--- src/sv/mexp_pkg.sv ---
// package for the modular exponentiation unit: field widths and beat types
// no dependencies; used by modular_exponentiation_unit
`default_nettype none

package mexp_pkg;

  localparam int unsigned OPERAND_WIDTH  = 32;
  localparam int unsigned EXPONENT_WIDTH = 63;

  typedef struct packed {
    logic [OPERAND_WIDTH-1:0]  base_value;
    logic [EXPONENT_WIDTH-1:0] exponent;
    logic [OPERAND_WIDTH-1:0]  modulus;
  } in_beat_t;

  typedef struct packed {
    logic [OPERAND_WIDTH-1:0] power_result;
    logic                     mod_error;
  } out_beat_t;

endpackage

`default_nettype wire

--- src/sv/modular_exponentiation_unit.sv ---
// modular exponentiation unit: base^exponent mod modulus, square-and-multiply
// depends on mexp_pkg for the beat types and field widths
`default_nettype none

// usage
// - input channel in_valid_i / in_stall_o / in_data_i carries one beat with
//   base_value, exponent and modulus; a beat is taken when valid is high and
//   stall is low
// - output channel out_valid_o / out_stall_i / out_data_o returns one beat per
//   input beat with power_result and mod_error
// - one shared modular multiplier does all the work: it scans one multiplier
//   bit per cycle (double, reduce, add, reduce)
// - a zero modulus or a zero exponent goes straight to the result; otherwise
//   one base reduction, one multiply per set exponent bit and one squaring per
//   exponent bit below the highest set bit run on the shared multiplier
// - throughput: one beat at a time; in_stall_o is high while a beat is in work
// - the result sits in an output register, so a new beat is taken while an
//   earlier result still waits; a finished result waits for that register to
//   free up when the receiver stalls
// - reset clears the sequencer and the output valid; no state carries across
//   beats
module modular_exponentiation_unit #(
  parameter int unsigned OPERAND_BITS  = 32,
  parameter int unsigned EXPONENT_BITS = 63
) (
  input  wire                 clk_i,
  input  wire                 rst_ni,
  input  wire                 in_valid_i,
  output logic                in_stall_o,
  input  wire mexp_pkg::in_beat_t in_data_i,
  output logic                out_valid_o,
  input  wire                 out_stall_i,
  output mexp_pkg::out_beat_t out_data_o
);

  localparam int unsigned W      = OPERAND_BITS;
  localparam int unsigned E      = EXPONENT_BITS;
  localparam int unsigned CntW   = (W > 1) ? $clog2(W) : 1;
  localparam int unsigned FieldW = mexp_pkg::OPERAND_WIDTH;

  typedef enum logic [2:0] {
    ST_IDLE,
    ST_REDUCE,
    ST_MUL,
    ST_SQR,
    ST_DONE
  } state_e;

  state_e              state_q, state_d;
  logic [W-1:0]        mod_q, mod_d;       // modulus
  logic [E-1:0]        exp_q, exp_d;       // remaining exponent bits
  logic [W-1:0]        base_q, base_d;     // current base power
  logic [W-1:0]        acc_q, acc_d;       // running result
  logic                err_q, err_d;
  logic [W-1:0]        rem_q, rem_d;       // partial product, always below modulus
  logic [W-1:0]        mplr_q, mplr_d;     // multiplier bits, msb first
  logic [CntW-1:0]     cnt_q, cnt_d;
  logic                out_valid_q, out_valid_d;
  mexp_pkg::out_beat_t out_data_q, out_data_d;

  // shared multiplier step
  logic [W-1:0] addend;
  logic [W:0]   dbl, dbl_red, sum;
  logic [W-1:0] rem_step;
  logic         last_step;
  logic         slot_free;
  logic [W-1:0] new_base;
  logic [E-1:0] exp_shift;

  logic [W-1:0] in_base, in_mod;
  logic [E-1:0] in_exp;

  assign in_base = in_data_i.base_value[W-1:0];
  assign in_mod  = in_data_i.modulus[W-1:0];
  assign in_exp  = in_data_i.exponent[E-1:0];

  // base reduction multiplies by one, so the addend stays at most the modulus
  assign addend    = (state_q == ST_REDUCE) ? W'(1) : base_q;
  assign dbl       = {rem_q, 1'b0};
  assign dbl_red   = (dbl >= {1'b0, mod_q}) ? (dbl - {1'b0, mod_q}) : dbl;
  assign sum       = {1'b0, dbl_red[W-1:0]} + (mplr_q[W-1] ? {1'b0, addend} : '0);
  assign rem_step  = (sum >= {1'b0, mod_q}) ? W'(sum - {1'b0, mod_q}) : sum[W-1:0];
  assign last_step = (cnt_q == CntW'(W - 1));
  assign slot_free = !out_valid_q || !out_stall_i;
  assign new_base  = (state_q == ST_MUL) ? base_q : rem_step;
  assign exp_shift = exp_q >> 1;

  always_comb begin
    state_d     = state_q;
    mod_d       = mod_q;
    exp_d       = exp_q;
    base_d      = base_q;
    acc_d       = acc_q;
    err_d       = err_q;
    rem_d       = rem_q;
    mplr_d      = mplr_q;
    cnt_d       = cnt_q;
    out_valid_d = out_valid_q && out_stall_i;
    out_data_d  = out_data_q;

    case (state_q)
      ST_IDLE: begin
        if (in_valid_i) begin
          mod_d  = in_mod;
          exp_d  = in_exp;
          acc_d  = W'(1);
          err_d  = 1'b0;
          rem_d  = '0;
          mplr_d = in_base;
          cnt_d  = '0;
          if (in_mod == '0) begin
            err_d   = 1'b1;
            acc_d   = '0;
            state_d = ST_DONE;
          end else if (in_exp == '0) begin
            state_d = ST_DONE;
          end else begin
            state_d = ST_REDUCE;
          end
        end
      end
      ST_REDUCE, ST_MUL, ST_SQR: begin
        rem_d  = rem_step;
        mplr_d = mplr_q << 1;
        cnt_d  = cnt_q + CntW'(1);
        if (last_step) begin
          rem_d = '0;
          cnt_d = '0;
          if (state_q == ST_MUL) begin
            acc_d = rem_step;
          end else begin
            base_d = rem_step;
          end
          if (state_q != ST_MUL && exp_q[0]) begin
            mplr_d  = acc_q;
            state_d = ST_MUL;
          end else begin
            exp_d = exp_shift;
            if (exp_shift != '0) begin
              mplr_d  = new_base;
              state_d = ST_SQR;
            end else begin
              state_d = ST_DONE;
            end
          end
        end
      end
      ST_DONE: begin
        if (slot_free) begin
          out_valid_d             = 1'b1;
          out_data_d.power_result = FieldW'(acc_q);
          out_data_d.mod_error    = err_q;
          state_d                 = ST_IDLE;
        end
      end
      default: begin
        state_d = ST_IDLE;
      end
    endcase
  end

  always_ff @(posedge clk_i or negedge rst_ni) begin
    if (!rst_ni) begin
      state_q     <= ST_IDLE;
      out_valid_q <= 1'b0;
      cnt_q       <= '0;
      mod_q       <= '0;
      exp_q       <= '0;
      base_q      <= '0;
      acc_q       <= '0;
      err_q       <= 1'b0;
      rem_q       <= '0;
      mplr_q      <= '0;
      out_data_q  <= '0;
    end else begin
      state_q     <= state_d;
      out_valid_q <= out_valid_d;
      cnt_q       <= cnt_d;
      mod_q       <= mod_d;
      exp_q       <= exp_d;
      base_q      <= base_d;
      acc_q       <= acc_d;
      err_q       <= err_d;
      rem_q       <= rem_d;
      mplr_q      <= mplr_d;
      out_data_q  <= out_data_d;
    end
  end

  assign in_stall_o  = (state_q != ST_IDLE);
  assign out_valid_o = out_valid_q;
  assign out_data_o  = out_data_q;

`ifndef SYNTH
  // an accepted beat keeps the input side busy in the next cycle
  a_busy_after_accept: assert property (@(posedge clk_i) disable iff (!rst_ni)
    in_valid_i && !in_stall_o |=> in_stall_o)
    else $error("input not stalled after accepted beat");

  // partial product stays reduced during every multiplication
  a_rem_reduced: assert property (@(posedge clk_i) disable iff (!rst_ni)
    (state_q == ST_REDUCE || state_q == ST_MUL || state_q == ST_SQR)
      |-> rem_q < mod_q)
    else $error("partial product not below modulus");

  // base power is reduced once the reduction pass is over
  a_base_reduced: assert property (@(posedge clk_i) disable iff (!rst_ni)
    (state_q == ST_MUL || state_q == ST_SQR) |-> base_q < mod_q)
    else $error("base power not below modulus");

  // a finished result with a free output register shows up next cycle
  a_result_issued: assert property (@(posedge clk_i) disable iff (!rst_ni)
    state_q == ST_DONE && slot_free |=> out_valid_q && state_q == ST_IDLE)
    else $error("finished result not issued");

  // an error result always carries zero
  a_error_zero: assert property (@(posedge clk_i) disable iff (!rst_ni)
    out_valid_o && out_data_o.mod_error |-> out_data_o.power_result == '0)
    else $error("error beat with nonzero result");
`endif

endmodule

`default_nettype wire
--- config.mk ---
export PLATFORM = sky130hd
export DESIGN_NAME = modular_exponentiation_unit
export DESIGN_NICKNAME = d
export VERILOG_FILES = /design/src/sv/mexp_pkg.sv /design/src/sv/modular_exponentiation_unit.sv
export SDC_FILE = /design/constraint.sdc
export NUM_CORES = 1
export LEC_CHECK = 0
export BUFFER_PORTS_ARGS = -buffer_cell sky130_fd_sc_hd__buf_2
export CORE_MARGIN = 10
export CORE_UTILIZATION = 25
export CTS_BUF_LIST = sky130_fd_sc_hd__clkbuf_8
export DETAILED_ROUTE_END_ITERATION = 8
export GPL_ROUTABILITY_DRIVEN = 0
export PLACE_DENSITY = 0.45
export SETUP_SLACK_MARGIN = 0.5
export SLEW_MARGIN = 20
export SYNTH_ARGS = -nofsm -noshare
export SYNTH_HDL_FRONTEND = slang
export SYNTH_SLANG_ARGS = --single-unit
--- constraint.sdc ---
create_clock -name clk_i -period 8.5 [get_ports clk_i]
set_input_delay 0.425 -clock clk_i [delete_from_list [all_inputs] [get_ports clk_i]]
set_output_delay 0.425 -clock clk_i [all_outputs]
set_load 0.03 [all_outputs]
* Word level (Yosys, flattened, before mapping) *
Cells that the tools add are included.

operators by class
  add/sub/neg operators = 4
  reduce and logical (&&, ||, !) cells = 19
  muxes and demuxes = 36
  equality and inequality tests = 11
  $lt $le $gt $ge = 2

operator list
  cell                                                 number
  2-to-1 mux 32 bit                                    14
  case mux 32 bit (2 select lines)                     3
  2-to-1 mux 63 bit                                    3
  case mux 63 bit (2 select lines)                     1
  greater-or-equal comparator 33 x 32 -> 1 bit         2
  subtractor 32 bit                                    2
  zero test 63 bit                                     1
  nonzero test 63 bit                                  1
  adder 32 x 32 -> 33 bit                              1
  zero test 32 bit                                     1
  2-to-1 mux 3 bit                                     7
  2-to-1 mux 5 bit                                     2
  != test 2 bit, second input constant                 5
  case mux 5 bit (2 select lines)                      1
  case mux 3 bit (3 select lines)                      1
  AND reduction 2 bit                                  4
  AND reduction 4 bit                                  2
  equality test 3 x 2 -> 1 bit, second input constant  2
  adder 5 x 1 -> 5 bit, second input constant          1
  equality test 5 bit, second input constant           1
  2-to-1 mux 1 bit                                     4
  equality test 3 x 1 -> 1 bit, second input constant  1
  equality test 3 bit, second input constant           1
  zero test 3 bit                                      1
  other kinds (8)                                      10

storage, ports and cells
  logic and storage cells = 84
  register bits after elaboration = 266
  input bits = 131
  output and inout bits = 35

* Depth between registers and ports, before layout *
Gate-level depths: netlist of the first run.

  word-level depth = 11
  depth in mapped cells = 35
  gate-level depth less buffers = 30

* Least setup slack after synthesis of the first run *
OpenSTA, ideal clock, no wires.

  path type = register to register
  from = register rem_q[5]
  to = register mplr_q[31]
  setup time = 0.133 ns
  stages on the path, launching flop included = 31
  clock period less this slack = 7.384 ns
  required time = 8.367 ns
  arrival = 7.251 ns
  setup slack = 1.116 ns
  path buffers = 4
  cells stage by stage = dfrtp_1 -> ha_1 -> a211o_1 -> o311ai_0 -> nand2_1 -> a31oi_1 -> o211ai_1 -> a31oi_1 -> buf_2 -> mux2_2 -> fa_1 -> a211oi_1 -> o211a_1 -> o31a_1 -> a221oi_2 -> o21a_1 -> nor2_1 -> xnor2_1 -> ha_1 -> clkbuf_1 -> a21oi_1 -> o21bai_1 -> or4_1 -> a21o_1 -> a21o_1 -> a211o_1 -> buf_6 -> buf_6 -> o31a_1 -> a2111oi_2 -> nor3_1

between the ends
  longest elaborated chain between the ends = 10
  elaborated cells between the ends (all ways) = 12
  classes of those cells = add/sub: 3; order compare: 2; mux: 7

ends and longest elaborated chain
  item                                                                               RTL line                            source
  from (decl)                                                                        modular_exponentiation_unit.sv:55   logic [W-1:0] rem_q, rem_d;
  from (signal assigned)                                                             modular_exponentiation_unit.sv:184  rem_q <= rem_d;
  subtractor 32 bit or greater-or-equal comparator 33 x 32 -> 1 bit (tied branches)  modular_exponentiation_unit.sv:80   assign dbl_red = (dbl >= {1'b0, mod_q}) ? (dbl - {1'b0, mod_q}) : dbl;
  2-to-1 mux 32 bit *                                                                modular_exponentiation_unit.sv:80
  adder 32 x 32 -> 33 bit *                                                          modular_exponentiation_unit.sv:81   assign sum = {1'b0, dbl_red[W-1:0]} + (mplr_q[W-1] ? {1'b0, addend} : '0);
  subtractor 32 bit or greater-or-equal comparator 33 x 32 -> 1 bit (tied branches)  modular_exponentiation_unit.sv:82   assign rem_step = (sum >= {1'b0, mod_q}) ? W'(sum - {1'b0, mod_q}) : sum[W-1:0];
  2-to-1 mux 32 bit *                                                                modular_exponentiation_unit.sv:82
  2-to-1 mux 32 bit *                                                                -
  2-to-1 mux 32 bit *                                                                modular_exponentiation_unit.sv:139  if (exp_shift != '0) begin
  2-to-1 mux 32 bit *                                                                modular_exponentiation_unit.sv:134  if (state_q != ST_MUL && exp_q[0]) begin
  2-to-1 mux 32 bit *                                                                modular_exponentiation_unit.sv:126  if (last_step) begin
  case mux 32 bit (2 select lines) *                                                 modular_exponentiation_unit.sv:101  case (state_q)
  to (signal assigned)                                                               modular_exponentiation_unit.sv:185  mplr_q <= mplr_d;
  to (decl)                                                                          modular_exponentiation_unit.sv:56   logic [W-1:0] mplr_q, mplr_d;

Mark *: on every way between the ends. The rest lies on a longest branch, timed or not.
A chain may end at the register's enable or synchronous reset.

* Worst setup path after layout of the first run *
  from = register mod_q[6]
  to = register mplr_q[5]

between the ends
  longest elaborated chain between the ends = 10
  elaborated cells between the ends (all ways) = 12
  classes of those cells = add/sub: 3; order compare: 2; mux: 7

ends and longest elaborated chain
  item                                                                               RTL line                            source
  from (decl)                                                                        modular_exponentiation_unit.sv:50   logic [W-1:0] mod_q, mod_d;
  from (signal assigned)                                                             modular_exponentiation_unit.sv:179  mod_q <= mod_d;
  greater-or-equal comparator 33 x 32 -> 1 bit or subtractor 32 bit (tied branches)  modular_exponentiation_unit.sv:80
  2-to-1 mux 32 bit                                                                  modular_exponentiation_unit.sv:80
  adder 32 x 32 -> 33 bit                                                            modular_exponentiation_unit.sv:81
  subtractor 32 bit or greater-or-equal comparator 33 x 32 -> 1 bit (tied branches)  modular_exponentiation_unit.sv:82
  2-to-1 mux 32 bit *                                                                modular_exponentiation_unit.sv:82
  2-to-1 mux 32 bit *                                                                -
  2-to-1 mux 32 bit *                                                                modular_exponentiation_unit.sv:139
  2-to-1 mux 32 bit *                                                                modular_exponentiation_unit.sv:134
  2-to-1 mux 32 bit *                                                                modular_exponentiation_unit.sv:126
  case mux 32 bit (2 select lines) *                                                 modular_exponentiation_unit.sv:101

Marked as above.

==> results of run 1 <==
[per-layer routing]
layer,global-route usage,up-vias,wire length (µm)
li1,-,7840,-
met1,0.209,8118,30300
met2,0.284,523,34300
met3,0.0296,133,3840
met4,0.0534,8,2180
met5,0,-,55
[stage by stage]
stage | instance area, µm² | utilization | instances | hold WS [ns]
6_report | 21400 | 0.304 | 3201 | 0.0348
4_1_cts | 21100 | 0.301 | 3193 | 0.000200
5_1_grt | 21400 | 0.304 | 3201 | 0.0229
2_1_floorplan | 17700 | - | 2039 | 0.129
3_5_place_dp | 19800 | 0.282 | 3083 | 0.482
3_3_place_gp | 19800 | 0.282 | 3083 | 0.479
[synth_stat cells, types with 23 or more instances]
cell      instances  share of area
a21o_1           40          0.017
a21oi_1         127          0.036
a221o_1          25          0.014
a31oi_1          23         0.0081
and2_1           36          0.013
and3_1           31          0.011
clkbuf_1         95          0.020
dfrtp_1         266           0.38
ha_1             98          0.069
inv_1            66          0.014
mux2_2           39          0.025
mux2i_1          81          0.046
nand2_1         293          0.062
nand3_1          35         0.0099
nand4_1          25         0.0088
nor2_1          102          0.022
nor3_1           27         0.0076
nor4_1           43          0.015
o21ai_0         261          0.074
xnor2_1          48          0.024
xor2_1           33          0.016
[placed cells by master (no fill, tap or decap), drive strengths merged, types with 17 or more instances in the layout]
master  instances
nand2         293
dfrtp         266
o21ai         263
buf           217
a21oi         127
nor2          102
ha             98
mux2i          84
inv            81
clkbuf         65
xnor2          48
nor4           43
mux2           42
a21o           40
and2           36
nand3          35
xor2           33
and3           31
nor3           27
nand4          25
a221o          25
a31oi          23
a211oi         21
o21a           19
o211ai         17
[final cells by class]
class,count,share of cell area
clock buffers,64,0.0412
clock inverters,29,0.0114
inverters,66,0.0116
multi-input cells,1602,0.500
flip-flops and latches,266,0.312
well taps,940,0.0551
repair buffers,234,0.0690
[path summary, 6_finish.rpt]
check / start / to / slack (ns) / cells after the start
hold / removal: in_data_i[0] / mod_q[0] / 0.03 / 3
max in group asynchronous: rst_ni / out_valid_o / 6.57 / 3
min in group asynchronous: rst_ni / mod_q[4] / 0.41 / 2
setup / recovery: mod_q[6] / mplr_q[5] / 0.80 / 29
hold reg to reg: base_q[7] / base_q[7] / 0.50 / 2
setup reg to reg: mod_q[6] / mplr_q[5] / 0.80 / 29
[tightest hold or removal path, cell delays in order]
cell	delay, ns
buf_2	0.09
nand2_1	0.05
o21ai_0	0.07
[repair_timing]
item,in CTS,in global routing
resized for setup,2,33
endpoints found under the hold margin,100,0
pin swaps,2,11
hold buffers,16,0
endpoints found under the setup margin,128,128
setup buffers,1,7
cloned,0,1
[registers in the layout, summed over array words and instances, names as in the netlist]
name / cells
err_q: 1
base_q: 32
state_q: 3
exp_q: 63
out_valid_o: 1
out_data_o: 33
mod_q: 32
cnt_q: 5
acc_q: 32
mplr_q: 32
rem_q: 32
[kinds of logic (layout without fill, tap and decap cells)]
family,Yosys count,in the layout
multiplexers,126,126
buffers and inverters,171,393
AND/OR/NAND/NOR,640,640
XOR/XNOR,81,81
flip-flops,266,266
AO/OA/AOI/OAI,654,654
adder cells (fa/ha/maj),101,101
==> qor.csv, run 1 <==
stage;metric;value;unit
sta;finalClockSkew;0.0315;ns
floorplan;core_area;0.0701;mm²
route;drtPass1Iterations;6;
setup_path;slowest_delay;0.47;ns
outcome;status;finished, final reports clean;
synth;synthSimpleGateAreaFrac;0.167;
sta;finalSetupViolCount;0;
clocking;cts_buffers;51;
synth;netlist_instances;2039;
sta;fin_setup_tns;0;ns
clocking;clkSinkCount;266;
place;dpl_worst_slack;0.0284;ns
setup_path;critPathMaxFanout;23;
worst_hold_path;hold_class;input port to register;
synth;synth_edf_count;0;
floorplan;die_w;286;µm
synth;yosysWarnings;0;
clocking;htreeDepth;2;
route;wl;70700;µm
synth;syn_area;0.0177;mm²
clocking;path_clk_slew;0.06;ns
setup_path;arrival;8.21;ns
grt;grt_overflow;0;
setup_path;critical_path_buf_inv_count;3;
grt;antenna_found_initial;4;
floorplan;die_y;286;µm
synth;synth_top_family_by_area;compound AO/OA/AOI/OAI gates;
setup_path;critical-path-top-delay-family;compound AO/OA/AOI/OAI gates;
grt;grt_pass1_wl;106000;µm
route;drt_iter0_markers;1305;
sta;relSlewSlack;0.298;
grt;grt_max_degree;126;
setup_path;critPathMostFrequentCell;ha_1;
layout;multi_input_area;0.0107;mm²
place;hpwl;52600;µm
setup_path;worstPathRequired;9.01;ns
place;port_buffers;165;
clocking;cts_tree;built;
floorplan;ios;166;
setup_path;critPathCaptureType;register;
synth;async_flop_share;1.00;
synth;syn_avg_cell_area;8.70;µm²
synth;synth-xor-area-share;0.0400;
clocking;cts_buffer_depth;3;
layout;area_delta_synth_final;20.4;%
route;drc_errors;0;
layout;num_antenna_cells;0;
synth;synthAdderAreaFrac;0.0725;
layout;fillCellCount;7541;
sta;tightest_slew;1.05;ns
route;vias;16600;
sta;timing.final.ws_setup;0.800;ns
sta;maxSlewViolCount;0;
layout;regArea;0.00666;mm²
synth;synthMuxAreaShare;0.0758;
synth;yosysUniqueCellTypes;77;
sta;finalCritPeriodShare;0.906;
grt;grtUsageTotal;0.166;
sta;fmax;0.130;GHz
floorplan;die_area;0.0820;mm²
route;wl_per_cell;22.1;µm
clocking;cts-root-buf;clkbuf_8;
route;via_per_inst;5.19;
route;ant_nets;0;
setup_path;start_kind;register;
sta;hold_violations;0;
sta;rsz0062_at_grt;yes;
layout;nNetsFinal;2453;
clocking;clk_latency;0.66;ns
layout;drive_gt1_frac;0.175;
floorplan;floorplan.initialDensity;0.253;
floorplan;fp-row-count;97;
synth;ys_seq_elements;266;
sta;min_period;7.70;ns
synth;syn-num-nets;2271;
synth;seq_area_frac_synth;0.375;
setup_path;cp_slowest_cell;ha_1;
setup_path;critPathKind;register to register;
grt;grt_pass1_vias;16700;
synth;synth_compound_area_frac;0.231;
flow_run;cap_violations;0;
synth;synthFlopType;dfrtp_1;
Power of run 1 is left out: the tool's default activity adds up to more than one toggle a clock period on the data nets, which glitch-free logic cannot reach.
==> run 2: changes to the inputs <==
--- a/config.mk
+++ b/config.mk
@@ -12,6 +12,7 @@
 export DETAILED_ROUTE_END_ITERATION = 8
 export GPL_ROUTABILITY_DRIVEN = 0
 export PLACE_DENSITY = 0.45
+export RECOVER_POWER = 50
 export SETUP_SLACK_MARGIN = 0.5
 export SLEW_MARGIN = 20
 export SYNTH_ARGS = -nofsm -noshare
==> qor.csv, run 2 (same netlist as run 1, synthesis figures left out) <==
stage;metric;value;unit;change
outcome;status;finished, violations left;;was finished, final reports clean
outcome;violations;capacitance limit, slew limit;;
setup_path;worstPathRequired;9.01;ns;about the same
grt;grt_pass1_vias;16700;;unchanged
layout;area_delta_synth_final;20.0;%;was 20.4%
clocking;cts-root-buf;clkbuf_8;;unchanged
route;drt_iter0_markers;1361;;was 1305
setup_path;critPathCaptureType;register;;unchanged
clocking;htreeDepth;2;;unchanged
sta;finalClockSkew;0.0327;ns;was 0.0315 ns
floorplan;die_w;286;µm;unchanged
sta;min_period;7.68;ns;was 7.70 ns
worst_hold_path;min_to;mod_q[0];;unchanged
setup_path;cp_slowest_cell;or4_1;;was ha_1
worst_hold_path;min_path_cells;3;;unchanged
grt;grt_pass1_wl;106000;µm;unchanged
floorplan;core_area;0.0701;mm²;unchanged
sta;maxSlewViolCount;301;;was 0
floorplan;ios;166;;unchanged
route;drc_errors;0;;unchanged
flow_run;cap_violations;5;;was 0
sta;rsz0062_at_grt;yes;;unchanged
setup_path;arrival;8.19;ns;was 8.21 ns
clocking;clkSinkCount;266;;unchanged
layout;final_common_cell;nand2_1;;unchanged
clocking;cts_buffers;51;;unchanged
setup_path;start_kind;register;;unchanged
sta;fin_setup_tns;0;ns;unchanged
setup_path;ff2ff_path_depth;29;;unchanged
setup_path;rrSetupSlack;0.82;ns;was 0.80 ns
route;ant_nets;0;;unchanged
layout;fillCellCount;7567;;was 7541
setup_path;r2r-end;mplr_q[5];;unchanged
sta;finalSetupViolCount;0;;unchanged
floorplan;fp-row-count;97;;unchanged
grt;grtUsageTotal;0.166;;unchanged
setup_path;reg2reg_from;mod_q[6];;unchanged
layout;final_cell_mix;nand2_1, dfrtp_1, o21ai_0;;unchanged
grt;antenna_found_initial;4;;unchanged
route;via_per_inst;5.18;;was 5.19
setup_path;critPathMaxFanout;13;;was 23
route;vias;16600;;about the same
layout;drive_gt1_frac;0.158;;was 0.175
sta;finalCritPeriodShare;0.903;;was 0.906
sta;relSlewSlack;-2.45;;was 0.298
sta;tightest_slew;5.17;ns;was 1.05 ns
floorplan;die_y;286;µm;unchanged
setup_path;slowest_delay;0.52;ns;was 0.47 ns
worst_hold_path;hold_class;input port to register;;unchanged
place;hpwl;52600;µm;unchanged
clocking;cts_tree;built;;unchanged
route;wl_per_cell;22.1;µm;about the same
route;wl;70700;µm;about the same
grt;grt_overflow;0;;unchanged
worst_hold_path;hp-start;in_data_i[0];;unchanged
clocking;cts_buffer_depth;3;;unchanged
floorplan;floorplan.initialDensity;0.253;;unchanged
grt;grt_max_degree;126;;unchanged
sta;hold_violations;0;;unchanged
clocking;path_clk_slew;0.06;ns;about the same
setup_path;critPathKind;register to register;;unchanged
layout;regMostFlops;exp_q;;unchanged
route;drtPass1Iterations;5;;was 6
sta;fmax;0.130;GHz;about the same
layout;nNetsFinal;2453;;unchanged
floorplan;die_area;0.0820;mm²;unchanged
layout;largest_reg_flops;63;;unchanged
layout;num_antenna_cells;0;;unchanged
clocking;clk_latency;0.65;ns;was 0.66 ns
place;port_buffers;165;;unchanged
## run 2: how the worst max path moves through the flow
stage                    from    endpoint  slack [ns]  cells past startpoint
global route        mod_q[14]   mplr_q[5]        0.43                     29
finish               mod_q[6]   mplr_q[5]        0.82                     29
detailed placement   mod_q[6]   mplr_q[0]        0.03                     29
CTS                  mod_q[6]   mplr_q[0]        0.51                     27
floorplan            rem_q[5]  mplr_q[31]        1.12                     30
global placement     mod_q[2]   mplr_q[0]        0.20                     30
## run 2: cell type report
cell class                      count  area, µm²  share of cell area
Tap cell                          940       1180              0.0553
Multi-Input combinational cell   1602      10700               0.501
Sequential cell                   266       6660               0.313
Clock buffer                       64        881              0.0414
Timing Repair Buffer              234       1410              0.0661
Clock inverter                     29        243              0.0114
Inverter                           66        248              0.0116
## run 2: critical path: cells and delay by family, from the launching register on
family                     cells  cell delay (ns)
AOI/OAI and AO/OA             17             3.99
xor gates and xnor gates       1             0.18
adders and majority gates      3             1.10
buffers and inverters          3             0.46
DFF                            1             0.37
muxes                          2             0.61
and+or+nand+nor                3             0.81
## run 2: what timing repair did
action / in CTS / in global routing
endpoints found under the hold margin: 100 / 0
gates cloned: 0 / 1
endpoints found under the setup margin: 128 / 128
hold buffers: 16 / 0
setup buffers: 1 / 7
gates resized for setup: 2 / 33
pin swaps: 2 / 11
## run 2: per-stage QoR
step / std cells / worst slack [ns] / utilization / hold slack (ns) / area (µm²)
6_report: 3201 / 0.820 / 0.303 / 0.0365 / 21300
5_1_grt: 3201 / 0.433 / 0.303 / 0.0229 / 21300
4_1_cts: 3193 / 0.515 / 0.301 / 0.000200 / 21100
3_3_place_gp: 3083 / 0.196 / 0.282 / 0.479 / 19800
3_5_place_dp: 3083 / 0.0284 / 0.282 / 0.482 / 19800
2_1_floorplan: 2039 / 1.12 / - / 0.129 / 17700
## run 2: routing by layer
metal	GRT usage	routed length, µm	part of all wire
met5	0	55	0.00078
met4	0.0534	2160	0.031
met3	0.0296	4030	0.057
met2	0.284	34300	0.49
met1	0.209	30200	0.43
Power of run 2 is left out for the same reason.
